$ cat src/rtl/rtes_pkg.sv
package rtes_pkg;

  localparam int MAX_ENTRIES_DEF = 64;
  localparam int MAX_RESULTS     = 64;
  localparam int PAGE_SHIFT      = 12;
  localparam int CODE_MAX        = 10;
  localparam int PHYS_W          = 36;
  localparam int VIRT_W          = 32;
  localparam int SIZE_W          = 32;
  localparam int IDX_W           = 7;
  localparam int CODE_W          = 4;
  localparam int CFG_IDX_W       = 2;
  localparam int CFG_DATA_W      = 7;
  localparam int STEP_W          = 4;

  localparam logic [CFG_IDX_W-1:0] CFG_ENTRY_LIMIT   = 2'd0;
  localparam logic [CFG_IDX_W-1:0] CFG_COHERENT_MODE = 2'd1;

  localparam logic [IDX_W-1:0] ENTRY_LIMIT_RST = 7'd16;

  localparam logic [1:0] ST_ENTRY    = 2'd0;
  localparam logic [1:0] ST_FULL     = 2'd1;
  localparam logic [1:0] ST_MISALIGN = 2'd2;
  localparam logic [1:0] ST_END      = 2'd3;

  // microprogram addresses
  localparam logic [STEP_W-1:0] S_WAIT     = 4'd0;
  localparam logic [STEP_W-1:0] S_ENDCHK   = 4'd1;
  localparam logic [STEP_W-1:0] S_VALCHK   = 4'd2;
  localparam logic [STEP_W-1:0] S_FULLCHK  = 4'd3;
  localparam logic [STEP_W-1:0] S_CODECHK  = 4'd4;
  localparam logic [STEP_W-1:0] S_EMIT     = 4'd5;
  localparam logic [STEP_W-1:0] S_LISTEND  = 4'd6;
  localparam logic [STEP_W-1:0] S_FULL     = 4'd7;
  localparam logic [STEP_W-1:0] S_MISALIGN = 4'd8;

  typedef enum logic [2:0] {
    C_NEVER,
    C_NO_ACCEPT,
    C_SIZE_ZERO,
    C_NOT_VALID,
    C_FULL,
    C_NO_CODE,
    C_MORE
  } cond_e;

  typedef struct packed {
    logic              accept;
    logic              pick;
    logic              emit;
    logic [1:0]        kind;
    cond_e             cond;
    logic [STEP_W-1:0] target;
    logic [STEP_W-1:0] nxt;
  } uword_t;

  typedef struct packed {
    logic       load;
    logic       pick;
    logic       emit;
    logic [1:0] kind;
  } ctrl_t;

  typedef struct packed {
    logic size_zero;
    logic region_valid;
    logic full;
    logic no_code;
    logic more;
    logic can_emit;
  } dp_stat_t;

  function automatic uword_t ucode_rom(input logic [STEP_W-1:0] step);
    uword_t w;
    w = '{accept: 1'b0, pick: 1'b0, emit: 1'b0, kind: ST_ENTRY,
          cond: C_NEVER, target: S_WAIT, nxt: S_WAIT};
    case (step)
      S_WAIT: begin
        w.accept = 1'b1;
        w.cond   = C_NO_ACCEPT;
        w.target = S_WAIT;
        w.nxt    = S_ENDCHK;
      end
      S_ENDCHK: begin
        w.cond   = C_SIZE_ZERO;
        w.target = S_LISTEND;
        w.nxt    = S_VALCHK;
      end
      S_VALCHK: begin
        w.cond   = C_NOT_VALID;
        w.target = S_WAIT;
        w.nxt    = S_FULLCHK;
      end
      S_FULLCHK: begin
        w.pick   = 1'b1;
        w.cond   = C_FULL;
        w.target = S_FULL;
        w.nxt    = S_CODECHK;
      end
      S_CODECHK: begin
        w.cond   = C_NO_CODE;
        w.target = S_MISALIGN;
        w.nxt    = S_EMIT;
      end
      S_EMIT: begin
        w.emit   = 1'b1;
        w.kind   = ST_ENTRY;
        w.cond   = C_MORE;
        w.target = S_FULLCHK;
        w.nxt    = S_WAIT;
      end
      S_LISTEND: begin
        w.emit = 1'b1;
        w.kind = ST_END;
      end
      S_FULL: begin
        w.emit = 1'b1;
        w.kind = ST_FULL;
      end
      S_MISALIGN: begin
        w.emit = 1'b1;
        w.kind = ST_MISALIGN;
      end
      default: begin
        w.nxt = S_WAIT;
      end
    endcase
    return w;
  endfunction

endpackage

$ cat src/rtl/region_to_tlb_entry_splitter_unit.sv
// List end: wait, end check and list end emit steps; an entry passes the valid check,
// the full check with page select, the code check and the emit step. Further entries of a
// region repeat the last three; the input waits until the region's last result is emitted.
// Output register stalls the sequencer only while a result is not taken.
// Reset (rst_ni low, async): sequencer to wait step, entry count zero,
// entry_limit 16, coherent_mode 0, no result pending.
module region_to_tlb_entry_splitter_unit import rtes_pkg::*; #(
  parameter int MAX_ENTRIES = MAX_ENTRIES_DEF
) (
  input  logic                  clk_i,
  input  logic                  rst_ni,
  input  logic                  cfg_valid_i,
  output logic                  cfg_ready_o,
  input  logic [CFG_IDX_W-1:0]  cfg_index_i,
  input  logic [CFG_DATA_W-1:0] cfg_data_i,
  input  logic                  in_valid_i,
  output logic                  in_ready_o,
  input  logic [PHYS_W-1:0]     phys_addr_i,
  input  logic [VIRT_W-1:0]     virt_addr_i,
  input  logic [SIZE_W-1:0]     region_size_i,
  input  logic                  region_valid_i,
  input  logic                  guarded_i,
  input  logic                  cacheable_i,
  input  logic                  readable_i,
  input  logic                  writable_i,
  input  logic                  executable_i,
  input  logic                  temporary_i,
  output logic                  out_valid_o,
  input  logic                  out_ready_i,
  output logic [IDX_W-1:0]      entry_index_o,
  output logic [19:0]           virt_page_o,
  output logic [23:0]           real_page_o,
  output logic [CODE_W-1:0]     size_code_o,
  output logic                  guarded_bit_o,
  output logic                  uncached_bit_o,
  output logic                  coherent_bit_o,
  output logic [2:0]            permissions_o,
  output logic                  temporary_bit_o,
  output logic [1:0]            status_o,
  output logic                  last_o
);

  ctrl_t    ctrl;
  dp_stat_t stat;

  assign cfg_ready_o = 1'b1;

  rtes_sequencer u_seq (
    .clk_i      (clk_i),
    .rst_ni     (rst_ni),
    .in_valid_i (in_valid_i),
    .in_ready_o (in_ready_o),
    .stat_i     (stat),
    .ctrl_o     (ctrl)
  );

  rtes_datapath #(
    .MAX_ENTRIES (MAX_ENTRIES)
  ) u_dp (
    .clk_i           (clk_i),
    .rst_ni          (rst_ni),
    .ctrl_i          (ctrl),
    .stat_o          (stat),
    .cfg_valid_i     (cfg_valid_i),
    .cfg_index_i     (cfg_index_i),
    .cfg_data_i      (cfg_data_i),
    .phys_addr_i     (phys_addr_i),
    .virt_addr_i     (virt_addr_i),
    .region_size_i   (region_size_i),
    .region_valid_i  (region_valid_i),
    .guarded_i       (guarded_i),
    .cacheable_i     (cacheable_i),
    .readable_i      (readable_i),
    .writable_i      (writable_i),
    .executable_i    (executable_i),
    .temporary_i     (temporary_i),
    .out_valid_o     (out_valid_o),
    .out_ready_i     (out_ready_i),
    .entry_index_o   (entry_index_o),
    .virt_page_o     (virt_page_o),
    .real_page_o     (real_page_o),
    .size_code_o     (size_code_o),
    .guarded_bit_o   (guarded_bit_o),
    .uncached_bit_o  (uncached_bit_o),
    .coherent_bit_o  (coherent_bit_o),
    .permissions_o   (permissions_o),
    .temporary_bit_o (temporary_bit_o),
    .status_o        (status_o),
    .last_o          (last_o)
  );

endmodule

$ cat src/rtl/rtes_sequencer.sv
module rtes_sequencer import rtes_pkg::*; (
  input  logic     clk_i,
  input  logic     rst_ni,
  input  logic     in_valid_i,
  output logic     in_ready_o,
  input  dp_stat_t stat_i,
  output ctrl_t    ctrl_o
);

  logic [STEP_W-1:0] upc_q, upc_d;
  uword_t            w;
  logic              taken;
  logic              stall;

  assign w = ucode_rom(upc_q);

  always_comb begin
    case (w.cond)
      C_NEVER:     taken = 1'b0;
      C_NO_ACCEPT: taken = !in_valid_i;
      C_SIZE_ZERO: taken = stat_i.size_zero;
      C_NOT_VALID: taken = !stat_i.region_valid;
      C_FULL:      taken = stat_i.full;
      C_NO_CODE:   taken = stat_i.no_code;
      C_MORE:      taken = stat_i.more;
      default:     taken = 1'b0;
    endcase
  end

  assign stall = w.emit && !stat_i.can_emit;

  always_comb begin
    if (stall) begin
      upc_d = upc_q;
    end else if (taken) begin
      upc_d = w.target;
    end else begin
      upc_d = w.nxt;
    end
  end

  always_ff @(posedge clk_i or negedge rst_ni) begin
    if (!rst_ni) begin
      upc_q <= S_WAIT;
    end else begin
      upc_q <= upc_d;
    end
  end

  assign in_ready_o  = w.accept;
  assign ctrl_o.load = w.accept && in_valid_i;
  assign ctrl_o.pick = w.pick;
  assign ctrl_o.emit = w.emit && stat_i.can_emit;
  assign ctrl_o.kind = w.kind;

endmodule

$ cat src/rtl/rtes_page_sel.sv
module rtes_page_sel import rtes_pkg::*; (
  input  logic [PHYS_W-1:0] phys_i,
  input  logic [SIZE_W-1:0] remain_i,
  output logic [CODE_W-1:0] code_o,
  output logic [SIZE_W-1:0] page_o
);

  // highest fitting code wins
  always_comb begin
    code_o = '0;
    page_o = '0;
    for (int c = 1; c <= CODE_MAX; c++) begin
      if ((remain_i >= (SIZE_W'(1) << (10 + 2 * c))) &&
          ((phys_i & ((PHYS_W'(1) << (10 + 2 * c)) - PHYS_W'(1))) == '0)) begin
        code_o = CODE_W'(c);
        page_o = SIZE_W'(1) << (10 + 2 * c);
      end
    end
  end

endmodule

$ cat src/rtl/rtes_datapath.sv
module rtes_datapath import rtes_pkg::*; #(
  parameter int MAX_ENTRIES = MAX_ENTRIES_DEF
) (
  input  logic                  clk_i,
  input  logic                  rst_ni,
  input  ctrl_t                 ctrl_i,
  output dp_stat_t              stat_o,
  input  logic                  cfg_valid_i,
  input  logic [CFG_IDX_W-1:0]  cfg_index_i,
  input  logic [CFG_DATA_W-1:0] cfg_data_i,
  input  logic [PHYS_W-1:0]     phys_addr_i,
  input  logic [VIRT_W-1:0]     virt_addr_i,
  input  logic [SIZE_W-1:0]     region_size_i,
  input  logic                  region_valid_i,
  input  logic                  guarded_i,
  input  logic                  cacheable_i,
  input  logic                  readable_i,
  input  logic                  writable_i,
  input  logic                  executable_i,
  input  logic                  temporary_i,
  output logic                  out_valid_o,
  input  logic                  out_ready_i,
  output logic [IDX_W-1:0]      entry_index_o,
  output logic [19:0]           virt_page_o,
  output logic [23:0]           real_page_o,
  output logic [CODE_W-1:0]     size_code_o,
  output logic                  guarded_bit_o,
  output logic                  uncached_bit_o,
  output logic                  coherent_bit_o,
  output logic [2:0]            permissions_o,
  output logic                  temporary_bit_o,
  output logic [1:0]            status_o,
  output logic                  last_o
);

  localparam logic [IDX_W-1:0] MaxLimit = IDX_W'(MAX_ENTRIES);
  localparam logic [IDX_W-1:0] LastN    = IDX_W'(MAX_RESULTS - 1);

  logic [IDX_W-1:0]  limit_q;
  logic              coh_mode_q;
  logic [IDX_W-1:0]  count_q;
  logic [IDX_W-1:0]  n_q;
  logic [PHYS_W-1:0] phys_q;
  logic [VIRT_W-1:0] virt_q;
  logic [SIZE_W-1:0] remain_q;
  logic              valid_q, guard_q, cache_q, temp_q;
  logic [2:0]        perm_q;
  logic [CODE_W-1:0] code_q, code_sel;
  logic [SIZE_W-1:0] page_q, page_sel;
  logic [IDX_W-1:0]  eff_limit;
  logic              more;
  logic              out_valid_q;

  rtes_page_sel u_page_sel (
    .phys_i   (phys_q),
    .remain_i (remain_q),
    .code_o   (code_sel),
    .page_o   (page_sel)
  );

  always_ff @(posedge clk_i or negedge rst_ni) begin
    if (!rst_ni) begin
      limit_q    <= ENTRY_LIMIT_RST;
      coh_mode_q <= 1'b0;
    end else if (cfg_valid_i) begin
      if (cfg_index_i == CFG_ENTRY_LIMIT) begin
        limit_q <= cfg_data_i;
      end else if (cfg_index_i == CFG_COHERENT_MODE) begin
        coh_mode_q <= cfg_data_i[0];
      end
    end
  end

  assign eff_limit = (limit_q > MaxLimit) ? MaxLimit : limit_q;
  assign more      = (remain_q != page_q) && (n_q < LastN);

  assign stat_o.size_zero    = (remain_q == '0);
  assign stat_o.region_valid = valid_q;
  assign stat_o.full         = (count_q >= eff_limit);
  assign stat_o.no_code      = (code_q == '0);
  assign stat_o.more         = more;
  assign stat_o.can_emit     = !out_valid_q || out_ready_i;

  always_ff @(posedge clk_i) begin
    if (ctrl_i.load) begin
      phys_q   <= phys_addr_i;
      virt_q   <= virt_addr_i;
      remain_q <= region_size_i;
      valid_q  <= region_valid_i;
      guard_q  <= guarded_i;
      cache_q  <= cacheable_i;
      perm_q   <= {executable_i, writable_i, readable_i};
      temp_q   <= temporary_i;
    end else if (ctrl_i.emit && ctrl_i.kind == ST_ENTRY) begin
      remain_q <= remain_q - page_q;
      phys_q   <= phys_q + {{(PHYS_W-SIZE_W){1'b0}}, page_q};
      virt_q   <= virt_q + page_q;
    end
    if (ctrl_i.pick) begin
      code_q <= code_sel;
      page_q <= page_sel;
    end
  end

  always_ff @(posedge clk_i or negedge rst_ni) begin
    if (!rst_ni) begin
      count_q <= '0;
      n_q     <= '0;
    end else begin
      if (ctrl_i.load) begin
        n_q <= '0;
      end else if (ctrl_i.emit && ctrl_i.kind == ST_ENTRY) begin
        n_q <= n_q + IDX_W'(1);
      end
      if (ctrl_i.emit && ctrl_i.kind == ST_ENTRY) begin
        count_q <= count_q + IDX_W'(1);
      end else if (ctrl_i.emit && ctrl_i.kind == ST_END) begin
        count_q <= '0;
      end
    end
  end

  always_ff @(posedge clk_i or negedge rst_ni) begin
    if (!rst_ni) begin
      out_valid_q <= 1'b0;
    end else if (ctrl_i.emit) begin
      out_valid_q <= 1'b1;
    end else if (out_ready_i) begin
      out_valid_q <= 1'b0;
    end
  end

  always_ff @(posedge clk_i) begin
    if (ctrl_i.emit) begin
      entry_index_o <= count_q;
      status_o      <= ctrl_i.kind;
      if (ctrl_i.kind == ST_ENTRY) begin
        virt_page_o     <= virt_q[VIRT_W-1:PAGE_SHIFT];
        real_page_o     <= phys_q[PHYS_W-1:PAGE_SHIFT];
        size_code_o     <= code_q;
        guarded_bit_o   <= guard_q;
        uncached_bit_o  <= !cache_q;
        coherent_bit_o  <= cache_q && coh_mode_q;
        permissions_o   <= perm_q;
        temporary_bit_o <= temp_q;
        last_o          <= !more;
      end else begin
        virt_page_o     <= '0;
        real_page_o     <= '0;
        size_code_o     <= '0;
        guarded_bit_o   <= 1'b0;
        uncached_bit_o  <= 1'b0;
        coherent_bit_o  <= 1'b0;
        permissions_o   <= '0;
        temporary_bit_o <= 1'b0;
        last_o          <= 1'b1;
      end
    end
  end

  assign out_valid_o = out_valid_q;

endmodule

$ cat config.mk
export PLATFORM = sky130hd
export DESIGN_NAME = region_to_tlb_entry_splitter_unit
export DESIGN_NICKNAME = d
export VERILOG_FILES = /design/src/rtl/rtes_pkg.sv /design/src/rtl/region_to_tlb_entry_splitter_unit.sv /design/src/rtl/rtes_sequencer.sv /design/src/rtl/rtes_page_sel.sv /design/src/rtl/rtes_datapath.sv
export SDC_FILE = /design/constraint.sdc
export NUM_CORES = 1
export LEC_CHECK = 0
export BUFFER_PORTS_ARGS = -buffer_cell sky130_fd_sc_hd__buf_2
export CAP_MARGIN = 15
export CORE_MARGIN = 2
export CORE_UTILIZATION = 25
export DETAILED_ROUTE_END_ITERATION = 6
export PLACE_DENSITY = 0.41
export SLEW_MARGIN = 40
export SYNTH_ARGS = -nofsm -noshare
export SYNTH_HDL_FRONTEND = slang
export SYNTH_SLANG_ARGS = --single-unit
export TNS_END_PERCENT = 30
$ cat constraint.sdc
create_clock -name clk_i -period 6.8 [get_ports clk_i]
set_clock_uncertainty 0.2 [all_clocks]
set_input_delay 2.04 -clock clk_i [delete_from_list [all_inputs] [get_ports clk_i]]
set_output_delay 2.04 -clock clk_i [all_outputs]
set_load 0.01 [all_outputs]
==> flow_summary.json, run 1 <==
{
  "status": "finished clean",
  "p_leak_nw": 4.84,
  "power_density_mw_per_mm2": 451,
  "p_seq_share_pct": 40.9,
  "synth_fp_nets": 1097,
  "cap_viol_max_count": 0,
  "ys_seq_area_share_pct": 57.5,
  "syn_to_final_growth_pct": 21.9,
  "cp-end-kind": "register",
  "numPortBuffers": 175,
  "synth_flop_cell": "edfxtp_1",
  "antenna_found_initial": 2,
  "die-area_mm2": 0.0427,
  "viasPerCell": 4.54,
  "drv_slew": 0,
  "design.core.area_mm2": 0.0406,
  "drive_above_1_share_pct": 21.8,
  "cts_made_buffers": 25,
  "synthCells": 934,
  "timing.final.crit_share_pct": 62.7,
  "synth-edff-count": 174,
  "gp_congestion": 0.775,
  "worst_slack_ns": 2.54,
  "finish.utilization_pct": 30.8,
  "hold_viol_final": 0,
  "grtUsageTotal_pct": 13.6,
  "preCtsSetupSlack_ns": 1.88,
  "drc_errors": 0,
  "synth-seq-cells": 201,
  "cts.reportedPaths.clkPinSlew_ns": 0.06,
  "async_flop_share_pct": 13.4,
  "grt_pass1_wl_mm": 44.4,
  "rsz0062_at_grt": "no",
  "h-tree-depth": 1,
  "clockPowerShare_pct": 21.7,
  "numPlacedInstances": 1614,
  "netlist_area_mm2": 0.0103,
  "initial_core_util_pct": 25.3,
  "setup-tns-final_ns": 0,
  "tritoncts": "built",
  "worst_pin_slew_ns": 0.749,
  "path_cells": "buf_2 > nand2_2 > nand2_2 > buf_4",
  "globalRoute.totalOverflow": 0,
  "path_class": "in2reg",
  "clock_sinks": 201,
  "setup_viol": 0,
  "cts_hold_buffers": 0,
  "hold_class": "reg2reg",
  "yosysUniqueCellTypes": 63,
  "clkLatencyLatePin_ns": 0.53,
  "rows": 74,
  "finalWorstPathRequiredPeriod_ns": 4.26,
  "p_int_mw": 3.54,
  "synth.avg_cell_area_um2": 11.0,
  "swShare_pct": 37.2,
  "start_kind": "input port",
  "relSlewSlack_pct": 50.1,
  "place_hpwl_mm": 20.7,
  "critical_path_required_ns": 6.77,
  "routedWlPerCell_um": 17.3,
  "slowest_delay_ns": 0.70,
  "dr_total_vias": 7543,
  "first_global_vias": 7597,
  "die_h_um": 207,
  "die_x_um": 207,
  "cts_setup_buffers": 0,
  "arrival_ns": 4.23,
  "cts_buffer_depth": 3,
  "final_antenna_net_count": 0,
  "switching_power_mw": 2.10,
  "clock-root-buffer": "clkbuf_16",
  "final_cells": 1660,
  "cpMaxStageDelayCell": "nand2_2",
  "ios": 189,
  "cpMostUsedCell": "nand2_2",
  "yosys_warnings": 0,
  "max_freq_mhz": 235,
  "grt_start_max_net_pins": 54,
  "first_pass_iters": 5,
  "ctsResizeCount": 0,
  "pwr-share-comb_pct": 37.4,
  "drtIter0Drc": 371,
  "peakVddDrop_mv": 0.180,
  "layout.nets": 1272,
  "critical_path.max_fanout": 40,
  "postRouteWirelength_mm": 28.7
}
layout by cell type (no fill, tap or decap), types with 6 or more instances in the layout:
cell type / count
dfrtp_1: 26
buf_2: 175
mux2_2: 9
edfxtp_1: 174
nor3_1: 23
inv_1: 22
nand4_1: 13
nand2_1: 89
ha_1: 42
clkbuf_16: 25
nor2_1: 95
nor2b_1: 12
clkinv_2: 9
nand2b_1: 6
a21oi_1: 55
and2_1: 54
xor2_1: 30
o21bai_1: 8
nor4_1: 15
a211oi_1: 10
o31ai_1: 6
o21ai_0: 67
xnor2_1: 27
clkbuf_1: 6
and3_1: 31
nand3_1: 11
buf_4: 7
a31oi_1: 21
synth_stat cells, types with 10 or more instances:
library cell  instances  share of area [%]
edfxtp_1            174                 51
nor2_1               97                3.5
nand2_1              91                3.3
o21ai_0              68                3.3
a21oi_1              55                2.7
and2_1               54                3.3
ha_1                 42                5.1
and3_1               31                1.9
xor2_1               30                2.6
clkbuf_1             29                1.1
xnor2_1              27                2.3
dfrtp_1              26                6.3
inv_1                23               0.84
nor3_1               23                1.1
a31oi_1              21                1.3
nor4_1               15               0.91
nand4_1              13               0.79
nor2b_1              12               0.73
nand3_1              11               0.54
a211oi_1             10               0.73
stage by stage:
| step | cell area [um2] | power, mW | hold WS (ns) |
|---|---|---|---|
| CTS | 12500 | 5.75 | 0.304 |
| detailed placement | 11800 | 4.48 | 0.290 |
| global route | 12500 | 6.12 | 0.328 |
| finish | 12500 | 5.64 | 0.300 |
| floorplan | 10300 | 3.53 | 0.263 |
| global placement | 11800 | 4.46 | 0.293 |
state kept, by name (all words and copies together) (netlist names), 7 cells and up:
signal              count
u_dp.count_q            7
u_dp.entry_index_o      7
u_dp.limit_q            7
u_dp.n_q                7
u_dp.page_q            10
u_dp.phys_q            36
u_dp.real_page_o       24
u_dp.remain_q          32
u_dp.virt_page_o       20
u_dp.virt_q            20
power groups by stage:
stage               logic [mW]  registers, mW  clock network [mW]
finish                    2.11           2.31                1.22
floorplan                 1.35           2.18                   0
detailed placement        2.15           2.33                   0
global placement          2.12           2.34                   0
CTS                       2.16           2.32                1.27
global route              2.44           2.36                1.31
path summary, 6_finish.rpt:
check | from | end | cells after the start | slack [ns]
min | u_dp.coh_mode_q | u_dp.coh_mode_q | 1 | 0.30
min in group asynchronous | rst_ni | u_dp.limit_q[6] | 1 | 1.34
max | in_valid_i | u_dp.virt_q[13] | 4 | 2.54
max in group asynchronous | rst_ni | u_dp.count_q[2] | 1 | 4.64
min reg2reg | u_dp.coh_mode_q | u_dp.coh_mode_q | 1 | 0.30
max reg2reg | u_seq.upc_q[2] | u_dp.virt_q[13] | 5 | 3.35
layer usage:
metal	vias up	wire length [um]	track usage, %
li1	3777	-	-
met1	3546	13500	18.5
met2	178	12900	21.9
met3	40	1570	2.83
met4	2	672	3.27
met5	-	13	0
cells by family after synthesis:
logic type | synth area share, %
simple gates | 18.1
flops | 57.5
compound gates | 11.1
buf+inv | 2.22
xor+xnor | 4.86
fa+ha+maj | 5.12
mux | 1.08
other cells | 0.0365
worst max-delay path: cells and delay by family:
family        cells  cell delay [ns]
simple gates      2             1.19
buf+inv           2             0.95
area by class of cell:
class | instances | area [um2]
fill | 4214 | 28100
sequential | 201 | 5900
multi-input combinational | 674 | 4170
timing repair buffer | 183 | 948
clock buffer | 33 | 676
tap | 532 | 666
inverter | 24 | 92.6
clock inverter | 12 | 61.3
antenna | 1 | 2.50
(Power assumes the default switching activity.)
==> inputs of run 2 (changes only) <==
--- a/config.mk
+++ b/config.mk
@@ -5,12 +5,13 @@
 export SDC_FILE = /design/constraint.sdc
 export NUM_CORES = 1
 export LEC_CHECK = 0
+export ABC_AREA = 1
 export BUFFER_PORTS_ARGS = -buffer_cell sky130_fd_sc_hd__buf_2
 export CAP_MARGIN = 15
 export CORE_MARGIN = 2
 export CORE_UTILIZATION = 25
 export DETAILED_ROUTE_END_ITERATION = 6
-export PLACE_DENSITY = 0.41
+export PLACE_DENSITY = 0.42
 export SLEW_MARGIN = 40
 export SYNTH_ARGS = -nofsm -noshare
 export SYNTH_HDL_FRONTEND = slang
==> constraint.sdc (replaced) <==
create_clock -name clk_i -period 3.4 [get_ports clk_i]
set_clock_uncertainty 0.2 [all_clocks]
set_input_delay 1.02 -clock clk_i [delete_from_list [all_inputs] [get_ports clk_i]]
set_output_delay 1.02 -clock clk_i [all_outputs]
set_load 0.01 [all_outputs]
==> flow_summary.json, run 2 <==
{
  "status": "finished clean",
  "first_pass_iters": 5,
  "drtIter0Drc": 476,
  "grt_pass1_wl_mm": 54.3,
  "preCtsSetupSlack_ns": 0.679,
  "reg2reg_to": "u_dp.phys_q[33]",
  "numPortBuffers": 175,
  "largest_reg_flops": 36,
  "synthCells": 1410,
  "postRouteWirelength_mm": 34.8,
  "grt_start_max_net_pins": 87,
  "globalRoute.totalOverflow": 0,
  "worst_slack_ns": 0.573,
  "layout_common_cells": "nand2_1, nor2_1, inv_1, buf_2, edfxtp_1",
  "clock-root-buffer": "clkbuf_16",
  "cap_viol_max_count": 0,
  "fin_hold_ws_ns": 0.291,
  "routedWlPerCell_um": 15.7,
  "synth_most_common_cell": "nand2_1",
  "layout.nets": 1761,
  "antenna_found_initial": 1,
  "p_leak_nw": 6.34,
  "netlist_area_mm2": 0.0116,
  "async_flop_share_pct": 13.4,
  "place_hpwl_mm": 25.8,
  "drive_above_1_share_pct": 16.4,
  "timing.final.crit_share_pct": 83.1,
  "multi_input_area_mm2": 0.00471,
  "initial_core_util_pct": 25.4,
  "cts_setup_buffers": 0,
  "synth-seq-cells": 201,
  "first_global_vias": 9985,
  "rr_worst_depth": 8,
  "r2r-start": "u_dp.page_q[22]",
  "cp-end-kind": "output pin",
  "die_x_um": 219,
  "hold_class": "reg2reg",
  "syn_to_final_growth_pct": 21.4,
  "h-tree-depth": 1,
  "clock_sinks": 201,
  "ys_seq_area_share_pct": 51.0,
  "yosysUniqueCellTypes": 47,
  "final_common_cell": "nand2_1",
  "yosys_warnings": 0,
  "ios": 189,
  "numPlacedInstances": 2170,
  "viasPerCell": 4.39,
  "reg_top3": "u_dp.phys_q: 36 flops, u_dp.remain_q: 32 flops, u_dp.real_page_o: 24 flops",
  "synthTopCellsByArea": "edfxtp_1, nand2_1, nor2_1",
  "setup_viol": 0,
  "final_cells": 2218,
  "yosys.area.top_type": "edfxtp_1",
  "synth-edff-count": 174,
  "n_antenna_cell": 0,
  "totalPowerFinal_mw": 13.4,
  "relSlewSlack_pct": 44.7,
  "setup-tns-final_ns": 0,
  "max_freq_mhz": 354,
  "cts.reportedPaths.clkPinSlew_ns": 0.06,
  "die-area_mm2": 0.0481,
  "r2r_setup_slack_ns": 0.76,
  "ctsResizeCount": 0,
  "cp-startpoint": "u_seq.upc_q[0]",
  "synth_common_cells": "nand2_1, nor2_1, inv_1",
  "synth_flop_cell": "edfxtp_1",
  "design.core.area_mm2": 0.0456,
  "critical_path.max_fanout": 6,
  "critical_path_required_ns": 2.18,
  "cts_made_buffers": 26,
  "start_kind": "register",
  "path_class": "reg2out",
  "cts_buffer_depth": 3,
  "ff_latch_area_mm2": 0.00590,
  "hold_viol_final": 0,
  "cp-endpoint": "in_ready_o",
  "rows": 78,
  "grtUsageTotal_pct": 14.6,
  "synth.avg_cell_area_um2": 8.21,
  "dr_total_vias": 9737,
  "drv_slew": 0,
  "finish.utilization_pct": 30.8,
  "placed_area_mm2": 0.0132,
  "tritoncts": "built",
  "drc_errors": 0,
  "worst_pin_slew_ns": 0.821,
  "max_flop_register": "u_dp.phys_q",
  "die_h_um": 219,
  "rsz0062_at_grt": "no",
  "synth_top_area_share_pct": 45.1,
  "synth_fp_nets": 1573,
  "fillers": 4917,
  "arrival_ns": 1.61,
  "finalWorstPathRequiredPeriod_ns": 2.83,
  "power_density_mw_per_mm2": 956,
  "clkLatencyLatePin_ns": 0.55,
  "gp_congestion": 0.858,
  "fin_area_mm2": 0.0141,
  "final_antenna_net_count": 0,
  "cts_hold_buffers": 0,
  "peakVddDrop_mv": 0.404
}
==> run 2: cell type report <==
type / count / share of cell area [%]
clock buffer: 33 / 5.04
clock inverter: 15 / 0.997
inverter: 222 / 5.97
multi-input combinational: 962 / 33.5
sequential: 201 / 42.0
tap: 600 / 5.34
timing repair buffer: 185 / 7.12
==> run 2: where the power goes <==
part	switching (mW)	internal, mW
clock network	1.13	1.63
registers	0.762	4.14
logic	3.80	1.98
==> run 2: cell families (layout without fill, tap and decap cells) <==
group | Yosys count | count (layout) | synth area share, %
and+or+nand+nor | 735 | 735 | 26.7
AOI/OAI and AO/OA | 160 | 160 | 7.47
adders and majority gates | 42 | 42 | 4.54
DFF | 201 | 201 | 51.0
xor gates and xnor gates | 19 | 19 | 1.44
muxes | 5 | 5 | 0.486
other | 1 | 1 | 0.0324
buffers and inverters | 247 | 455 | 8.36
==> run 2: per-layer routing <==
metal	vias to the layer above	part of all wire (%)	track usage, %
met4	0	2.5	3.63
met3	41	4.2	1.88
met2	233	46	24.7
li1	4992	-	-
met1	4471	47	19.6
met5	-	0	0
==> run 2: worst max-delay path, cell delays in order, from the launching register on <==
cell and delay (ns):
dfrtp_1 0.44, inv_1 0.14, nand2_1 0.12, nor2_2 0.21
buf_2 0.17
==> run 2: worst min-delay path by stage <==
stage | startpoint | to | slack (ns) | depth (start not counted)
after detailed placement | u_dp.coh_mode_q | u_dp.coh_mode_q | 0.29 | 2
final | u_dp.coh_mode_q | u_dp.coh_mode_q | 0.29 | 2
after CTS | u_dp.coh_mode_q | u_dp.coh_mode_q | 0.31 | 2
after global routing | u_dp.limit_q[0] | u_dp.limit_q[0] | 0.34 | 2
after floorplan | u_dp.coh_mode_q | u_dp.coh_mode_q | 0.25 | 2
after global placement | u_dp.coh_mode_q | u_dp.coh_mode_q | 0.29 | 2
==> inputs of run 3 (changes only) <==
--- a/config.mk
+++ b/config.mk
@@ -11,7 +11,7 @@
 export CORE_MARGIN = 2
 export CORE_UTILIZATION = 25
 export DETAILED_ROUTE_END_ITERATION = 6
-export PLACE_DENSITY = 0.42
+export PLACE_DENSITY = 0.41
 export SLEW_MARGIN = 40
 export SYNTH_ARGS = -nofsm -noshare
 export SYNTH_HDL_FRONTEND = slang
==> constraint.sdc (replaced) <==
create_clock -name clk_i -period 2.65 [get_ports clk_i]
set_clock_uncertainty 0.2 [all_clocks]
set_input_delay 0.795 -clock clk_i [delete_from_list [all_inputs] [get_ports clk_i]]
set_output_delay 0.795 -clock clk_i [all_outputs]
set_load 0.01 [all_outputs]
==> flow_summary.json, run 3 (synthesized netlist as in run 2, its figures left out) <==
{
  "status": "finished with violations",
  "violations": "DRC",
  "cp-end-kind": "output pin",
  "r2r-start": "u_dp.page_q[16]",
  "die_h_um": 219,
  "grtUsageTotal_pct": 14.5,
  "cts_buffer_depth": 3,
  "fillers": 4906,
  "critical_path_required_ns": 1.66,
  "cap_viol_max_count": 0,
  "layout.nets": 1784,
  "gp_congestion": 0.874,
  "reg_top3": "u_dp.phys_q: 36 flops, u_dp.remain_q: 32 flops, u_dp.real_page_o: 24 flops",
  "peakVddDrop_mv": 0.574,
  "postRouteWirelength_mm": 34.6,
  "final_common_cell": "nand2_1",
  "die-area_mm2": 0.0481,
  "relSlewSlack_pct": 54.6,
  "ios": 189,
  "clkLatencyLatePin_ns": 0.55,
  "grt_pass1_wl_mm": 54.1,
  "design.core.area_mm2": 0.0456,
  "h-tree-depth": 1,
  "hold_viol_final": 0,
  "start_kind": "register",
  "setup_viol": 0,
  "cp-startpoint": "u_seq.upc_q[2]",
  "grt_start_max_net_pins": 59,
  "die_x_um": 219,
  "drive_above_1_share_pct": 18.3,
  "drtIter0Drc": 516,
  "clock_sinks": 201,
  "p_leak_nw": 6.51,
  "worst_pin_slew_ns": 0.681,
  "syn_to_final_growth_pct": 24.0,
  "arrival_ns": 1.55,
  "totalPowerFinal_mw": 17.8,
  "first_global_vias": 10000,
  "routedWlPerCell_um": 15.4,
  "path_class": "reg2out",
  "globalRoute.totalOverflow": 0,
  "max_freq_mhz": 393,
  "cts_made_buffers": 26,
  "drv_slew": 0,
  "cts.reportedPaths.clkPinSlew_ns": 0.05,
  "n_antenna_cell": 0,
  "power_density_mw_per_mm2": 1240,
  "rsz0062_at_grt": "yes",
  "clock-root-buffer": "clkbuf_16",
  "cts_hold_buffers": 0,
  "rows": 78,
  "max_flop_register": "u_dp.phys_q",
  "tritoncts": "built",
  "dr_total_vias": 9788,
  "antenna_found_initial": 1,
  "drc_errors": 13,
  "first_pass_iters": 7,
  "layout_common_cells": "nand2_1, nor2_1, inv_1, buf_2, edfxtp_1",
  "setup-tns-final_ns": 0,
  "hold_class": "in2async",
  "finalWorstPathRequiredPeriod_ns": 2.55,
  "final_antenna_net_count": 0,
  "timing.final.crit_share_pct": 96.1,
  "viasPerCell": 4.37,
  "largest_reg_flops": 36,
  "numPortBuffers": 175,
  "critical_path.max_fanout": 5,
  "place_hpwl_mm": 26.2,
  "initial_core_util_pct": 25.4
}
-- run 3: cell types whose count changed in the layout (fill, tap and decap cells not counted), sizes merged --
cell      change
buf          +23
clkinvlp      -4
clkbuf        +1
bufinv        +3
-- run 3: timing repair --
item                                   in CTS  in global routing
setup buffers                               0                  2
endpoints found under the hold margin       0                  0
resized for setup                           0                 11
setup endpoints to repair                   0                 16
-- run 3: final timing paths --
| kind | slack [ns] | cells past startpoint | endpoint |
|---|---|---|---|
| max | 0.10 | 4 | in_ready_o |
| min | 0.08 | 1 | u_seq.upc_q[2] |
| max reg2reg | 0.14 | 10 | u_dp.phys_q[26] |
| min reg2reg | 0.29 | 2 | u_dp.coh_mode_q |
| max in group asynchronous | 1.72 | 1 | u_dp.count_q[3] |
| min in group clk_i | 0.22 | 1 | u_dp.perm_q[2] |
-- run 3: routing by layer --
layer  routed length [um]  global-route usage [%]  share of wire (%)
met1                16300                    19.7                 47
met2                15800                    24.2                 46
met3                 1700                    1.95                4.9
met4                  768                    4.08                2.2
met5                    0                       0                  0
-- run 3: critical path: stages, from the launching register on --
cell and delay [ns]:
dfrtp_1 0.44, nor2_1 0.14, inv_1 0.12, nor2_2 0.15, buf_2 0.16
-- run 3: area by class of cell --
class / count / area [um2] / share of cell area, %
clock buffer: 34 / 701 / 4.88
clock inverter: 14 / 208 / 1.45
inverter: 222 / 840 / 5.85
multi-input combinational: 962 / 4760 / 33.2
sequential: 201 / 5900 / 41.1
tap: 600 / 751 / 5.23
timing repair buffer: 208 / 1200 / 8.35
-- run 3: metrics by stage --
step           util (%)  hold slack (ns)  instances  worst slack, ns  instance area (um2)
6_report           31.5           0.0815       2241            0.104                14400
5_1_grt            31.5            0.130       2241          -0.0229                14400
4_1_cts            31.4           0.0924       2239           0.0272                14300
3_5_place_dp       29.4            0.281       2191            0.135                13400
3_3_place_gp       29.4            0.275       2191            0.156                13400
2_1_floorplan         -            0.253       1410           0.0208                11600
-- run 3: power breakdown --
| group | switching [mW] | internal [mW] | total [mW] |
|---|---|---|---|
| Sequential | 0.921 | 5.31 | 6.23 |
| Clock | 1.43 | 2.35 | 3.78 |
| Combinational | 5.01 | 2.76 | 7.76 |
| Total | 7.36 | 10.4 | 17.8 |
